## src/design/bcms_pkg.sv

```systemverilog
package bcms_pkg;

  localparam int CFG_W     = 16;
  localparam int CFG_IDX_W = 3;
  localparam int TOTAL_W   = 32;

  typedef enum logic [CFG_IDX_W-1:0] {
    REG_MOTOR_SPEED      = 3'd0,
    REG_RUN_TIME_MS      = 3'd1,
    REG_DEBOUNCE_MS      = 3'd2,
    REG_RAMP_START       = 3'd3,
    REG_RAMP_STEP        = 3'd4,
    REG_RAMP_INTERVAL_MS = 3'd5,
    REG_TARGET_MAX       = 3'd6,
    REG_FLASH_MS         = 3'd7
  } reg_idx_t;

  typedef enum logic [1:0] {
    KEY_NONE    = 2'd0,
    KEY_ADD     = 2'd1,
    KEY_CONFIRM = 2'd2,
    KEY_RESET   = 2'd3
  } key_t;

  typedef enum logic [1:0] {
    MODE_IDLE  = 2'd0,
    MODE_COUNT = 2'd1,
    MODE_MOTOR = 2'd2,
    MODE_DONE  = 2'd3
  } mode_t;

  typedef enum logic [3:0] {
    ST_IDLE  = 4'b0001,
    ST_COUNT = 4'b0010,
    ST_MOTOR = 4'b0100,
    ST_DONE  = 4'b1000
  } state_t;

  localparam logic [6:0]  RST_MOTOR_SPEED      = 7'd35;
  localparam logic [15:0] RST_RUN_TIME_MS      = 16'd3000;
  localparam logic [15:0] RST_DEBOUNCE_MS      = 16'd120;
  localparam logic [6:0]  RST_RAMP_START       = 7'd25;
  localparam logic [6:0]  RST_RAMP_STEP        = 7'd5;
  localparam logic [15:0] RST_RAMP_INTERVAL_MS = 16'd100;
  localparam logic [6:0]  RST_TARGET_MAX       = 7'd99;
  localparam logic [15:0] RST_FLASH_MS         = 16'd50;

  typedef struct packed {
    logic [6:0]  motor_speed;
    logic [15:0] run_time_ms;
    logic [15:0] debounce_ms;
    logic [6:0]  ramp_start;
    logic [6:0]  ramp_step;
    logic [15:0] ramp_interval_ms;
    logic [6:0]  target_max;
    logic [15:0] flash_ms;
  } cfg_t;

  typedef struct packed {
    logic [1:0]         mode;
    logic [6:0]         target_value;
    logic [6:0]         count_value;
    logic [TOTAL_W-1:0] total_value;
    logic [6:0]         motor_duty;
    logic               count_led;
    logic               run_led;
  } result_t;

  function automatic logic [1:0] mode_of(state_t s);
    logic [1:0] m;
    unique case (s)
      ST_IDLE:  m = MODE_IDLE;
      ST_COUNT: m = MODE_COUNT;
      ST_MOTOR: m = MODE_MOTOR;
      ST_DONE:  m = MODE_DONE;
      default:  m = MODE_IDLE;
    endcase
    return m;
  endfunction

endpackage

```

## src/design/bcms_if.sv

```systemverilog
interface bcms_in_if #(
  parameter int TIME_WIDTH   = 32,
  parameter int SENSOR_WIDTH = 16
);
  logic                    valid;
  logic                    ready;
  logic [TIME_WIDTH-1:0]   now_ms;
  logic [1:0]              action;
  logic [SENSOR_WIDTH-1:0] sensor_count;
  logic                    remote_reset;

  modport source (output valid, now_ms, action, sensor_count, remote_reset, input ready);
  modport sink   (input valid, now_ms, action, sensor_count, remote_reset, output ready);
endinterface

interface bcms_out_if;
  logic        valid;
  logic        ready;
  logic [1:0]  mode;
  logic [6:0]  target_value;
  logic [6:0]  count_value;
  logic [31:0] total_value;
  logic [6:0]  motor_duty;
  logic        count_led;
  logic        run_led;

  modport source (output valid, mode, target_value, count_value, total_value, motor_duty,
                  count_led, run_led, input ready);
  modport sink   (input valid, mode, target_value, count_value, total_value, motor_duty,
                  count_led, run_led, output ready);
endinterface

```

## src/design/batch_counter_motor_sequencer_top.sv

```systemverilog
// Batch counter and motor sequencer. Takes one poll word per cycle while the output is
// not stalled and returns one result word per poll, in order: the poll is first held in
// the input register, then the state update and result register are written together,
// so the throughput is one poll per clock, held back only when the output is not ready.
// Configuration writes take effect on the next clock and are meant for idle periods.
module batch_counter_motor_sequencer_top #(
  parameter int TIME_WIDTH   = 32,
  parameter int SENSOR_WIDTH = 16
) (
  input  logic                           clk,
  input  logic                           rst,
  input  logic                           cfg_wen,
  input  logic [bcms_pkg::CFG_IDX_W-1:0] cfg_addr,
  input  logic [bcms_pkg::CFG_W-1:0]     cfg_wdata,
  bcms_in_if.sink                        in_ch,
  bcms_out_if.source                     out_ch
);
  import bcms_pkg::*;

  cfg_t                    cfg;
  result_t                 res;
  result_t                 res_r;
  logic                    in_v;
  logic                    out_v;
  logic                    fire;
  logic [TIME_WIDTH-1:0]   now_r;
  logic [1:0]              action_r;
  logic [SENSOR_WIDTH-1:0] sensor_r;
  logic                    remote_r;

  assign fire        = in_v && (!out_v || out_ch.ready);
  assign in_ch.ready = !in_v || fire;

  always_ff @(posedge clk) begin
    if (rst) begin
      in_v <= 1'b0;
    end else if (in_ch.ready) begin
      in_v <= in_ch.valid;
    end
  end

  always_ff @(posedge clk) begin
    if (in_ch.valid && in_ch.ready) begin
      now_r    <= in_ch.now_ms;
      action_r <= in_ch.action;
      sensor_r <= in_ch.sensor_count;
      remote_r <= in_ch.remote_reset;
    end
  end

  bcms_cfg u_cfg (
    .clk       (clk),
    .rst       (rst),
    .cfg_wen   (cfg_wen),
    .cfg_addr  (cfg_addr),
    .cfg_wdata (cfg_wdata),
    .cfg       (cfg)
  );

  bcms_seq #(
    .TIME_WIDTH   (TIME_WIDTH),
    .SENSOR_WIDTH (SENSOR_WIDTH)
  ) u_seq (
    .clk          (clk),
    .rst          (rst),
    .fire         (fire),
    .cfg          (cfg),
    .now_ms       (now_r),
    .action       (action_r),
    .sensor_count (sensor_r),
    .remote_reset (remote_r),
    .res          (res)
  );

  always_ff @(posedge clk) begin
    if (rst) begin
      out_v <= 1'b0;
    end else if (fire) begin
      out_v <= 1'b1;
    end else if (out_ch.ready) begin
      out_v <= 1'b0;
    end
  end

  always_ff @(posedge clk) begin
    if (fire) begin
      res_r <= res;
    end
  end

  assign out_ch.valid        = out_v;
  assign out_ch.mode         = res_r.mode;
  assign out_ch.target_value = res_r.target_value;
  assign out_ch.count_value  = res_r.count_value;
  assign out_ch.total_value  = res_r.total_value;
  assign out_ch.motor_duty   = res_r.motor_duty;
  assign out_ch.count_led    = res_r.count_led;
  assign out_ch.run_led      = res_r.run_led;

`ifndef SYNTHESIS
  a_run_led_motor: assert property (@(posedge clk) disable iff (rst)
    out_v |-> (out_ch.run_led == (out_ch.mode == MODE_MOTOR)))
    else $error("run led out of step with motor state");

  a_duty_only_motor: assert property (@(posedge clk) disable iff (rst)
    (out_v && out_ch.mode != MODE_MOTOR) |-> (out_ch.motor_duty == '0))
    else $error("motor duty nonzero outside motor run");

  a_idle_count_zero: assert property (@(posedge clk) disable iff (rst)
    (out_v && out_ch.mode == MODE_IDLE) |-> (out_ch.count_value == '0))
    else $error("count nonzero in idle");

  a_result_follows_fire: assert property (@(posedge clk) disable iff (rst)
    fire |=> out_v)
    else $error("processed word lost before output register");
`endif

endmodule

```

## src/design/bcms_cfg.sv

```systemverilog
module bcms_cfg (
  input  logic                                clk,
  input  logic                                rst,
  input  logic                                cfg_wen,
  input  logic [bcms_pkg::CFG_IDX_W-1:0]      cfg_addr,
  input  logic [bcms_pkg::CFG_W-1:0]          cfg_wdata,
  output bcms_pkg::cfg_t                      cfg
);
  import bcms_pkg::*;

  always_ff @(posedge clk) begin
    if (rst) begin
      cfg.motor_speed      <= RST_MOTOR_SPEED;
      cfg.run_time_ms      <= RST_RUN_TIME_MS;
      cfg.debounce_ms      <= RST_DEBOUNCE_MS;
      cfg.ramp_start       <= RST_RAMP_START;
      cfg.ramp_step        <= RST_RAMP_STEP;
      cfg.ramp_interval_ms <= RST_RAMP_INTERVAL_MS;
      cfg.target_max       <= RST_TARGET_MAX;
      cfg.flash_ms         <= RST_FLASH_MS;
    end else if (cfg_wen) begin
      unique case (reg_idx_t'(cfg_addr))
        REG_MOTOR_SPEED:      cfg.motor_speed      <= cfg_wdata[6:0];
        REG_RUN_TIME_MS:      cfg.run_time_ms      <= cfg_wdata;
        REG_DEBOUNCE_MS:      cfg.debounce_ms      <= cfg_wdata;
        REG_RAMP_START:       cfg.ramp_start       <= cfg_wdata[6:0];
        REG_RAMP_STEP:        cfg.ramp_step        <= cfg_wdata[6:0];
        REG_RAMP_INTERVAL_MS: cfg.ramp_interval_ms <= cfg_wdata;
        REG_TARGET_MAX:       cfg.target_max       <= cfg_wdata[6:0];
        REG_FLASH_MS:         cfg.flash_ms         <= cfg_wdata;
        default: ;
      endcase
    end
  end

endmodule

```

## src/design/bcms_seq.sv

```systemverilog
module bcms_seq #(
  parameter int TIME_WIDTH   = 32,
  parameter int SENSOR_WIDTH = 16
) (
  input  logic                    clk,
  input  logic                    rst,
  input  logic                    fire,
  input  bcms_pkg::cfg_t          cfg,
  input  logic [TIME_WIDTH-1:0]   now_ms,
  input  logic [1:0]              action,
  input  logic [SENSOR_WIDTH-1:0] sensor_count,
  input  logic                    remote_reset,
  output bcms_pkg::result_t       res
);
  import bcms_pkg::*;

  state_t                  state, state_next;
  logic [6:0]              target_reg, target_reg_next;
  logic [6:0]              count_reg, count_reg_next;
  logic [TOTAL_W-1:0]      total_reg, total_reg_next;
  logic [SENSOR_WIDTH-1:0] last_sensor, last_sensor_next;
  logic [TIME_WIDTH-1:0]   last_accept_ms, last_accept_ms_next;
  logic [TIME_WIDTH-1:0]   run_start_ms, run_start_ms_next;
  logic [7:0]              ramp_duty, ramp_duty_next;
  logic [TIME_WIDTH-1:0]   ramp_mark_ms, ramp_mark_ms_next;
  logic                    ramp_finished, ramp_finished_next;
  logic                    flash_on, flash_on_next;
  logic [TIME_WIDTH-1:0]   flash_start_ms, flash_start_ms_next;
  logic                    run_lamp, run_lamp_next;

  state_t     cur;
  logic       stop_key;
  logic       drop;
  logic [7:0] tgt_inc;
  logic [6:0] cnt_inc;
  logic [7:0] duty_sum;
  logic [7:0] speed8;
  logic [6:0] start_clamp;

  function automatic logic due(logic [TIME_WIDTH-1:0] now, logic [TIME_WIDTH-1:0] then,
                               logic [15:0] lim);
    logic [TIME_WIDTH-1:0] d;
    d = now - then;
    return d >= TIME_WIDTH'(lim);
  endfunction

  assign stop_key    = (key_t'(action) == KEY_CONFIRM) || (key_t'(action) == KEY_RESET);
  assign speed8      = {1'b0, cfg.motor_speed};
  assign start_clamp = (cfg.ramp_start > cfg.motor_speed) ? cfg.motor_speed : cfg.ramp_start;
  assign tgt_inc     = {1'b0, target_reg} + 8'd1;
  assign cnt_inc     = count_reg + 7'd1;
  assign duty_sum    = ramp_duty + {1'b0, cfg.ramp_step};
  assign cur         = remote_reset ? ST_IDLE : state;

  always_comb begin
    state_next          = state;
    target_reg_next     = target_reg;
    count_reg_next      = count_reg;
    total_reg_next      = total_reg;
    last_sensor_next    = last_sensor;
    last_accept_ms_next = last_accept_ms;
    run_start_ms_next   = run_start_ms;
    ramp_duty_next      = ramp_duty;
    ramp_mark_ms_next   = ramp_mark_ms;
    ramp_finished_next  = ramp_finished;
    flash_on_next       = flash_on;
    flash_start_ms_next = flash_start_ms;
    run_lamp_next       = run_lamp;
    drop                = 1'b0;

    if (flash_on && due(now_ms, flash_start_ms, cfg.flash_ms)) begin
      flash_on_next = 1'b0;
    end

    if (remote_reset) begin
      ramp_duty_next     = '0;
      ramp_finished_next = 1'b0;
      run_lamp_next      = 1'b0;
      target_reg_next    = '0;
      count_reg_next     = '0;
      state_next         = ST_IDLE;
    end

    unique case (cur)
      ST_IDLE: begin
        unique case (key_t'(action))
          KEY_ADD: begin
            target_reg_next = (tgt_inc > {1'b0, cfg.target_max}) ? 7'd0 : tgt_inc[6:0];
            if (remote_reset) begin
              target_reg_next = 7'd1 > cfg.target_max ? 7'd0 : 7'd1;
            end
          end
          KEY_CONFIRM: begin
            if (target_reg_next != '0) begin
              count_reg_next      = '0;
              last_sensor_next    = sensor_count;
              last_accept_ms_next = now_ms;
              state_next          = ST_COUNT;
            end
          end
          KEY_RESET: begin
            target_reg_next = '0;
            count_reg_next  = '0;
          end
          KEY_NONE: ;
          default: ;
        endcase
      end
      ST_COUNT: begin
        if (stop_key) begin
          drop = 1'b1;
        end else begin
          last_sensor_next = sensor_count;
          if (sensor_count != last_sensor && due(now_ms, last_accept_ms, cfg.debounce_ms)) begin
            count_reg_next      = cnt_inc;
            last_accept_ms_next = now_ms;
            flash_on_next       = 1'b1;
            flash_start_ms_next = now_ms;
            if (cnt_inc >= target_reg) begin
              total_reg_next      = total_reg + TOTAL_W'(cnt_inc);
              run_start_ms_next   = now_ms;
              ramp_duty_next      = {1'b0, start_clamp};
              ramp_mark_ms_next   = now_ms;
              ramp_finished_next  = (start_clamp >= cfg.motor_speed);
              run_lamp_next       = 1'b1;
              state_next          = ST_MOTOR;
            end
          end
        end
      end
      ST_MOTOR: begin
        if (stop_key) begin
          drop = 1'b1;
        end else begin
          if (!ramp_finished && due(now_ms, ramp_mark_ms, cfg.ramp_interval_ms)) begin
            if (duty_sum >= speed8) begin
              ramp_duty_next     = speed8;
              ramp_finished_next = 1'b1;
            end else begin
              ramp_duty_next = duty_sum;
            end
            ramp_mark_ms_next = now_ms;
          end
          if (due(now_ms, run_start_ms, cfg.run_time_ms)) begin
            ramp_duty_next     = '0;
            ramp_finished_next = 1'b0;
            run_lamp_next      = 1'b0;
            state_next         = ST_DONE;
          end
        end
      end
      ST_DONE: begin
        drop = stop_key;
      end
      default: begin
        drop = 1'b1;
      end
    endcase

    if (drop) begin
      ramp_duty_next     = '0;
      ramp_finished_next = 1'b0;
      run_lamp_next      = 1'b0;
      target_reg_next    = '0;
      count_reg_next     = '0;
      state_next         = ST_IDLE;
    end
  end

  always_ff @(posedge clk) begin
    if (rst) begin
      state          <= ST_IDLE;
      target_reg     <= '0;
      count_reg      <= '0;
      total_reg      <= '0;
      last_sensor    <= '0;
      last_accept_ms <= '0;
      run_start_ms   <= '0;
      ramp_duty      <= '0;
      ramp_mark_ms   <= '0;
      ramp_finished  <= 1'b0;
      flash_on       <= 1'b0;
      flash_start_ms <= '0;
      run_lamp       <= 1'b0;
    end else if (fire) begin
      state          <= state_next;
      target_reg     <= target_reg_next;
      count_reg      <= count_reg_next;
      total_reg      <= total_reg_next;
      last_sensor    <= last_sensor_next;
      last_accept_ms <= last_accept_ms_next;
      run_start_ms   <= run_start_ms_next;
      ramp_duty      <= ramp_duty_next;
      ramp_mark_ms   <= ramp_mark_ms_next;
      ramp_finished  <= ramp_finished_next;
      flash_on       <= flash_on_next;
      flash_start_ms <= flash_start_ms_next;
      run_lamp       <= run_lamp_next;
    end
  end

  always_comb begin
    res.mode         = mode_of(state_next);
    res.target_value = target_reg_next;
    res.count_value  = count_reg_next;
    res.total_value  = total_reg_next;
    res.motor_duty   = ramp_duty_next[6:0];
    res.count_led    = flash_on_next;
    res.run_led      = run_lamp_next;
  end

endmodule
```

## src/flat_wrapper.sv

```systemverilog
// flat-port wrapper written by rule: the top's interface ports become plain ports
module batch_counter_motor_sequencer_top_flat import bcms_pkg::*;
#(
  parameter int TIME_WIDTH   = 32,
  parameter int SENSOR_WIDTH = 16
)
  (clk, rst, cfg_wen, cfg_addr, cfg_wdata, in_ch_valid, in_ch_now_ms, in_ch_action, in_ch_sensor_count, in_ch_remote_reset, in_ch_ready, out_ch_valid, out_ch_mode, out_ch_target_value, out_ch_count_value, out_ch_total_value, out_ch_motor_duty, out_ch_count_led, out_ch_run_led, out_ch_ready);
  bcms_in_if #(.TIME_WIDTH(TIME_WIDTH), .SENSOR_WIDTH(SENSOR_WIDTH)) in_ch_i ();
  bcms_out_if out_ch_i ();
  input  logic clk;
  input  logic rst;
  input  logic cfg_wen;
  input  logic [bcms_pkg::CFG_IDX_W-1:0] cfg_addr;
  input  logic [bcms_pkg::CFG_W-1:0] cfg_wdata;
  input wire logic [$bits(in_ch_i.valid)-1:0] in_ch_valid;
  input wire logic [$bits(in_ch_i.now_ms)-1:0] in_ch_now_ms;
  input wire logic [$bits(in_ch_i.action)-1:0] in_ch_action;
  input wire logic [$bits(in_ch_i.sensor_count)-1:0] in_ch_sensor_count;
  input wire logic [$bits(in_ch_i.remote_reset)-1:0] in_ch_remote_reset;
  output wire logic [$bits(in_ch_i.ready)-1:0] in_ch_ready;
  output wire logic [$bits(out_ch_i.valid)-1:0] out_ch_valid;
  output wire logic [$bits(out_ch_i.mode)-1:0] out_ch_mode;
  output wire logic [$bits(out_ch_i.target_value)-1:0] out_ch_target_value;
  output wire logic [$bits(out_ch_i.count_value)-1:0] out_ch_count_value;
  output wire logic [$bits(out_ch_i.total_value)-1:0] out_ch_total_value;
  output wire logic [$bits(out_ch_i.motor_duty)-1:0] out_ch_motor_duty;
  output wire logic [$bits(out_ch_i.count_led)-1:0] out_ch_count_led;
  output wire logic [$bits(out_ch_i.run_led)-1:0] out_ch_run_led;
  input wire logic [$bits(out_ch_i.ready)-1:0] out_ch_ready;
  assign in_ch_i.valid = in_ch_valid;
  assign in_ch_i.now_ms = in_ch_now_ms;
  assign in_ch_i.action = in_ch_action;
  assign in_ch_i.sensor_count = in_ch_sensor_count;
  assign in_ch_i.remote_reset = in_ch_remote_reset;
  assign in_ch_ready = in_ch_i.ready;
  assign out_ch_valid = out_ch_i.valid;
  assign out_ch_mode = out_ch_i.mode;
  assign out_ch_target_value = out_ch_i.target_value;
  assign out_ch_count_value = out_ch_i.count_value;
  assign out_ch_total_value = out_ch_i.total_value;
  assign out_ch_motor_duty = out_ch_i.motor_duty;
  assign out_ch_count_led = out_ch_i.count_led;
  assign out_ch_run_led = out_ch_i.run_led;
  assign out_ch_i.ready = out_ch_ready;
  batch_counter_motor_sequencer_top #(.TIME_WIDTH(TIME_WIDTH), .SENSOR_WIDTH(SENSOR_WIDTH)) u_core (.clk(clk), .rst(rst), .cfg_wen(cfg_wen), .cfg_addr(cfg_addr), .cfg_wdata(cfg_wdata), .in_ch(in_ch_i), .out_ch(out_ch_i));
endmodule
```

## config.mk

```make
export PLATFORM = sky130hd
export DESIGN_NAME = batch_counter_motor_sequencer_top_flat
export DESIGN_NICKNAME = d
export VERILOG_FILES = /design/src/design/bcms_pkg.sv /design/src/design/bcms_if.sv /design/src/design/batch_counter_motor_sequencer_top.sv /design/src/design/bcms_cfg.sv /design/src/design/bcms_seq.sv /design/src/flat_wrapper.sv
export SDC_FILE = /design/constraint.sdc
export NUM_CORES = 1
export LEC_CHECK = 0
export ABC_AREA = 1
export BUFFER_PORTS_ARGS = -buffer_cell sky130_fd_sc_hd__clkbuf_2
export CAP_MARGIN = 5
export CORE_ASPECT_RATIO = 0.8
export CORE_MARGIN = 8
export CORE_UTILIZATION = 46
export CTS_CLUSTER_SIZE = 8
export DETAILED_ROUTE_END_ITERATION = 8
export PLACE_DENSITY = 0.76
export SLEW_MARGIN = 20
export SYNTH_ARGS = -nofsm -noshare
export SYNTH_HDL_FRONTEND = slang
export SYNTH_HIERARCHICAL = 1
export SYNTH_SLANG_ARGS = --single-unit
```

## constraint.sdc

```tcl
create_clock -name clk -period 4.7 [get_ports clk]
set_input_delay 0.235 -clock clk [delete_from_list [all_inputs] [get_ports clk]]
set_output_delay 0.235 -clock clk [all_outputs]
set_load 0.005 [all_outputs]
```

==> metrics.txt <==
# TYPE chip_impl_metric gauge
chip_impl_info{name="run_status",value="completed"} 1
chip_impl_info{name="timing.critical_path.cells",value="ha_1 -> nand2_1 -> inv_1 -> nand2_1 -> nor3_1 -> nand2_1 -> nand2_1 -> xor2_1 -> ha_1 -> inv_1 -> nor3_1 -> a211oi_1 -> nand3_1 -> nor2_1 -> nand2_1 -> nor2_2 -> nand2_4 -> nand2_4 -> nand2_4 -> nand2_4 -> buf_4 -> o21ai_0 -> a21oi_1"} 1
chip_impl_metric{name="final-max-slew-violation-count",unit=""} 0
chip_impl_metric{name="synth-seq-area-share",unit="%"} 31.2
chip_impl_info{name="kind_of_critical_path",value="flop to flop"} 1
chip_impl_metric{name="routed-via-count",unit=""} 29676
chip_impl_info{name="worst_hold_startpoint",value="cfg_wdata[5]"} 1
chip_impl_metric{name="worst_hold_path_cell_count",unit=""} 3
chip_impl_metric{name="ys_ff_latch",unit=""} 407
chip_impl_metric{name="design.core.area",unit="um^2"} 63900
chip_impl_metric{name="drt_pass1_iterations",unit=""} 6
chip_impl_info{name="timing.critical_path.to_type",value="flop"} 1
chip_impl_metric{name="largest_register_ffs",unit=""} 92
chip_impl_metric{name="synth_area",unit="um^2"} 29600
chip_impl_metric{name="synth_fp_nets",unit=""} 4897
chip_impl_metric{name="post_route_cells_drive_above_1_share",unit="%"} 6.62
chip_impl_metric{name="worstPathRequired",unit="ns"} 5.23
chip_impl_metric{name="slew_headroom",unit="%"} 32.6
chip_impl_metric{name="reg2reg_slack",unit="ns"} 0.29
chip_impl_metric{name="timing.final.crit_period",unit="ns"} 4.41
chip_impl_metric{name="postLayoutCoreUtil",unit="%"} 52.7
chip_impl_info{name="reg_to_reg_endpoint",value="u_core/u_seq/last_accept_ms[12]$_SDFFE_PP0P_"} 1
chip_impl_info{name="worst_setup_path_start_kind",value="flop"} 1
chip_impl_metric{name="finalWorstSetupSlack",unit="ns"} 0.289
chip_impl_metric{name="worstPathMaxFanout",unit=""} 21
chip_impl_metric{name="pin_count_of_the_biggest_net_entering_global_routing",unit=""} 93
chip_impl_metric{name="ff2ff_path_depth",unit=""} 23
chip_impl_metric{name="vdd.ir_drop.worst",unit="V"} 0.000236
chip_impl_metric{name="area.growth.synth_to_final",unit="%"} 13.7
chip_impl_metric{name="floorplan.rows",unit=""} 83
chip_impl_info{name="min-delay-path-class",value="input pin to flop"} 1
chip_impl_info{name="largest-register",value="u_core/u_cfg/cfg"} 1
chip_impl_info{name="yosys_most_used_dff",value="dfxtp_1"} 1
chip_impl_metric{name="finalSetupViolCount",unit=""} 0
chip_impl_metric{name="starting_density_of_the_core",unit="%"} 46.3
chip_impl_metric{name="critPathMaxStageDelay",unit="ns"} 0.60
chip_impl_metric{name="globalRoute.totalOverflow",unit=""} 0
chip_impl_metric{name="finalPower",unit="mW"} 10.0
chip_impl_info{name="post-synth-top-area-cell",value="dfxtp_1"} 1
chip_impl_metric{name="final_antenna_net_count",unit=""} 0
chip_impl_metric{name="cts.sink_count",unit=""} 407
chip_impl_metric{name="max_cap_viol_count",unit=""} 0
chip_impl_metric{name="finalSetupTns",unit="ns"} 0
chip_impl_info{name="regToRegStartpoint",value="u_core/now_r[11]$_DFFE_PP_"} 1
chip_impl_metric{name="cts-htree-levels",unit=""} 2
chip_impl_metric{name="grt_pass1_wl",unit="um"} 146000
chip_impl_info{name="hold_end",value="u_core/u_cfg/cfg[58]$_SDFFE_PP1P_"} 1
chip_impl_metric{name="syn-instance-count",unit=""} 4577
chip_impl_info{name="clk_root_buffer_cell",value="clkbuf_16"} 1
chip_impl_metric{name="period_share",unit="%"} 93.9
chip_impl_metric{name="groute.usage.overall",unit="%"} 24.6
chip_impl_metric{name="die_h",unit="um"} 243
chip_impl_metric{name="insertion_delay",unit="ns"} 0.63
chip_impl_info{name="crit_path_top_cell_by_count",value="nand2_1"} 1
chip_impl_metric{name="transition_time_at_the_pin_with_the_least_slew_margin",unit="ns"} 1.01
chip_impl_info{name="clock_tree_from_tritoncts",value="yes"} 1
chip_impl_metric{name="worst-endpoint-arrival",unit="ns"} 4.95
chip_impl_metric{name="post-route-drc-count",unit=""} 0
chip_impl_metric{name="synth_async_sr_flop_share",unit="%"} 0
chip_impl_metric{name="grt_pass1_vias",unit=""} 27200
chip_impl_metric{name="fin_worst_skew",unit="ns"} 0.0263
chip_impl_metric{name="gp_congestion",unit=""} 0.988
chip_impl_metric{name="wl_per_cell",unit="um"} 16.4
chip_impl_metric{name="drt-total-wl",unit="um"} 93100
chip_impl_metric{name="power.static_leakage",unit="nW"} 16.7
chip_impl_metric{name="antenna_cells_inserted",unit=""} 0
chip_impl_metric{name="synthDistinctLibCells",unit=""} 56
chip_impl_metric{name="hold_violations",unit=""} 0
chip_impl_metric{name="design.die.area",unit="um^2"} 72700
chip_impl_metric{name="clk_pin_slew_worst_paths",unit="ns"} 0.05
chip_impl_metric{name="initial_antenna_violation_count",unit=""} 2
chip_impl_info{name="rsz_0062_raised_after_global_routing",value="false"} 1
chip_impl_metric{name="numCtsBuffers",unit=""} 57
chip_impl_metric{name="pre_cts_ws",unit="ns"} 0.126
chip_impl_metric{name="port_buffers",unit=""} 133
chip_impl_metric{name="maximum_frequency_from_static_timing_analysis",unit="GHz"} 0.227
chip_impl_metric{name="ys_warn_count",unit=""} 6
chip_impl_metric{name="detailedPlacementHpwl",unit="um"} 71900
chip_impl_metric{name="syn_avg_cell_area",unit="um^2"} 6.46
chip_impl_metric{name="die_w",unit="um"} 300
chip_impl_info{name="critical-path-slowest-cell",value="edfxtp_1"} 1
chip_impl_metric{name="avgViaCountPerCell",unit=""} 5.23
chip_impl_metric{name="synth-edff-count",unit=""} 108
chip_impl_metric{name="power.density",unit="nW/um^2"} 298
chip_impl_metric{name="finalHoldWorstSlack",unit="ns"} 0.0588
chip_impl_metric{name="clockBufferDepth",unit=""} 3
chip_impl_metric{name="nNetsFinal",unit=""} 5103
chip_impl_metric{name="synth_top_cell_area_share",unit="%"} 20.2
chip_impl_metric{name="drt_iter0_markers",unit=""} 2938
chip_impl_info{name="synth_area_leaders",value="dfxtp_1, nand2_1, edfxtp_1"} 1
chip_impl_metric{name="io_pins",unit=""} 134
[critical path: cells and delay by family, from the launching register on]
family | cells | cell delay, ns
flip-flops | 1 | 0.60
buffers and inverters | 3 | 0.38
XOR/XNOR | 1 | 0.20
adder cells (fa/ha/maj) | 2 | 0.72
AO/OA/AOI/OAI | 3 | 0.47
AND/OR/NAND/NOR | 14 | 1.91
[cells by family after synthesis]
group           count (synthesis)  share of synthesized area, %
simple gates                 2293                          32.2
buf+inv                       938                          12.4
fa+ha+maj                     245                          10.5
xor+xnor                      106                          3.14
flops                         407                          31.2
compound gates                588                          10.6
[report_power, final]
part / internal [mW] / switching [mW]
combinational: 0.775 / 1.43
clock: 2.33 / 1.61
sequential: 3.76 / 0.136
total: 6.86 / 3.17
[routing by layer]
| layer | global-route usage, % | share of wire [%] |
|---|---|---|
| met2 | 38.0 | 43 |
| met1 | 35.4 | 47 |
| met3 | 3.92 | 8.5 |
| met4 | 6.18 | 2.3 |
| met5 | 0 | 0.014 |
[cell usage after synthesis, drive strengths merged, types with 2 or more instances]
cell type / number
inv: 829
o21a: 6
edfxtp: 108
a21oi: 326
o31ai: 4
xnor2: 15
clkbuf: 45
a31oi: 3
dfxtp: 299
nand3: 287
fa: 6
ha: 239
o21bai: 15
and2: 13
buf: 63
nand2: 1380
xor2: 91
nand4: 56
or2: 6
a211oi: 11
a21o: 10
nand3b: 20
nor4: 12
o211ai: 7
a21boi: 7
and3: 2
nor2: 469
nor3: 47
o21ai: 191
[placed cells by master (no fill, tap or decap), types with 31 or more instances in the layout]
cell and count:
xor2_1 91, dfxtp_1 299, edfxtp_1 108, nand4_1 54, a21oi_1 324, o21ai_1 31
nor2_1 449, dlygate4sd3_1 64, clkbuf_2 132, nand2_1 1371, nor3_1 45, inv_1 811
clkbuf_1 34, o21ai_0 160, nand3_1 282, clkbuf_16 58, ha_1 239, buf_4 54
[timing repair]
item,4_1_cts,5_1_grt
setup buffers,0,7
hold endpoints to repair,73,0
gates resized for setup,0,8
hold buffers,64,0
setup endpoints to repair,0,118
[worst max-delay path by stage]
stage                                    start                                            to  slack, ns  cells after the start
CTS                  u_core/now_r[2]$_DFFE_PP_        u_core/u_seq/ramp_duty[2]$_SDFFE_PP0P_       0.08                     25
global placement     u_core/now_r[1]$_DFFE_PP_  u_core/u_seq/last_accept_ms[27]$_SDFFE_PP0P_       0.24                     24
detailed placement   u_core/now_r[2]$_DFFE_PP_        u_core/u_seq/ramp_duty[2]$_SDFFE_PP0P_       0.13                     25
finish              u_core/now_r[11]$_DFFE_PP_  u_core/u_seq/last_accept_ms[12]$_SDFFE_PP0P_       0.29                     23
floorplan            u_core/now_r[0]$_DFFE_PP_         u_core/out_ch.motor_duty[0]$_DFFE_PP_       1.11                     28
global route         u_core/now_r[4]$_DFFE_PP_    u_core/u_seq/ramp_mark_ms[28]$_SDFFE_PP0P_       0.02                     25
[per-stage QoR]
step                instances  area (um^2)
global route             5671        33600
detailed placement       5502        31200
global placement         5502        31200
floorplan                4577        29600
finish                   5671        33600
CTS                      5663        33500
[layout make-up]
type	instances	area, um^2
clock inverters	4	98.8
fillers	6270	30200
clock buffers	93	1580
repair buffers	255	1810
flip-flops and latches	407	9230
well taps	850	1060
inverters	830	3120
multi-input cells	3232	16700
(Power assumes the default switching activity.)
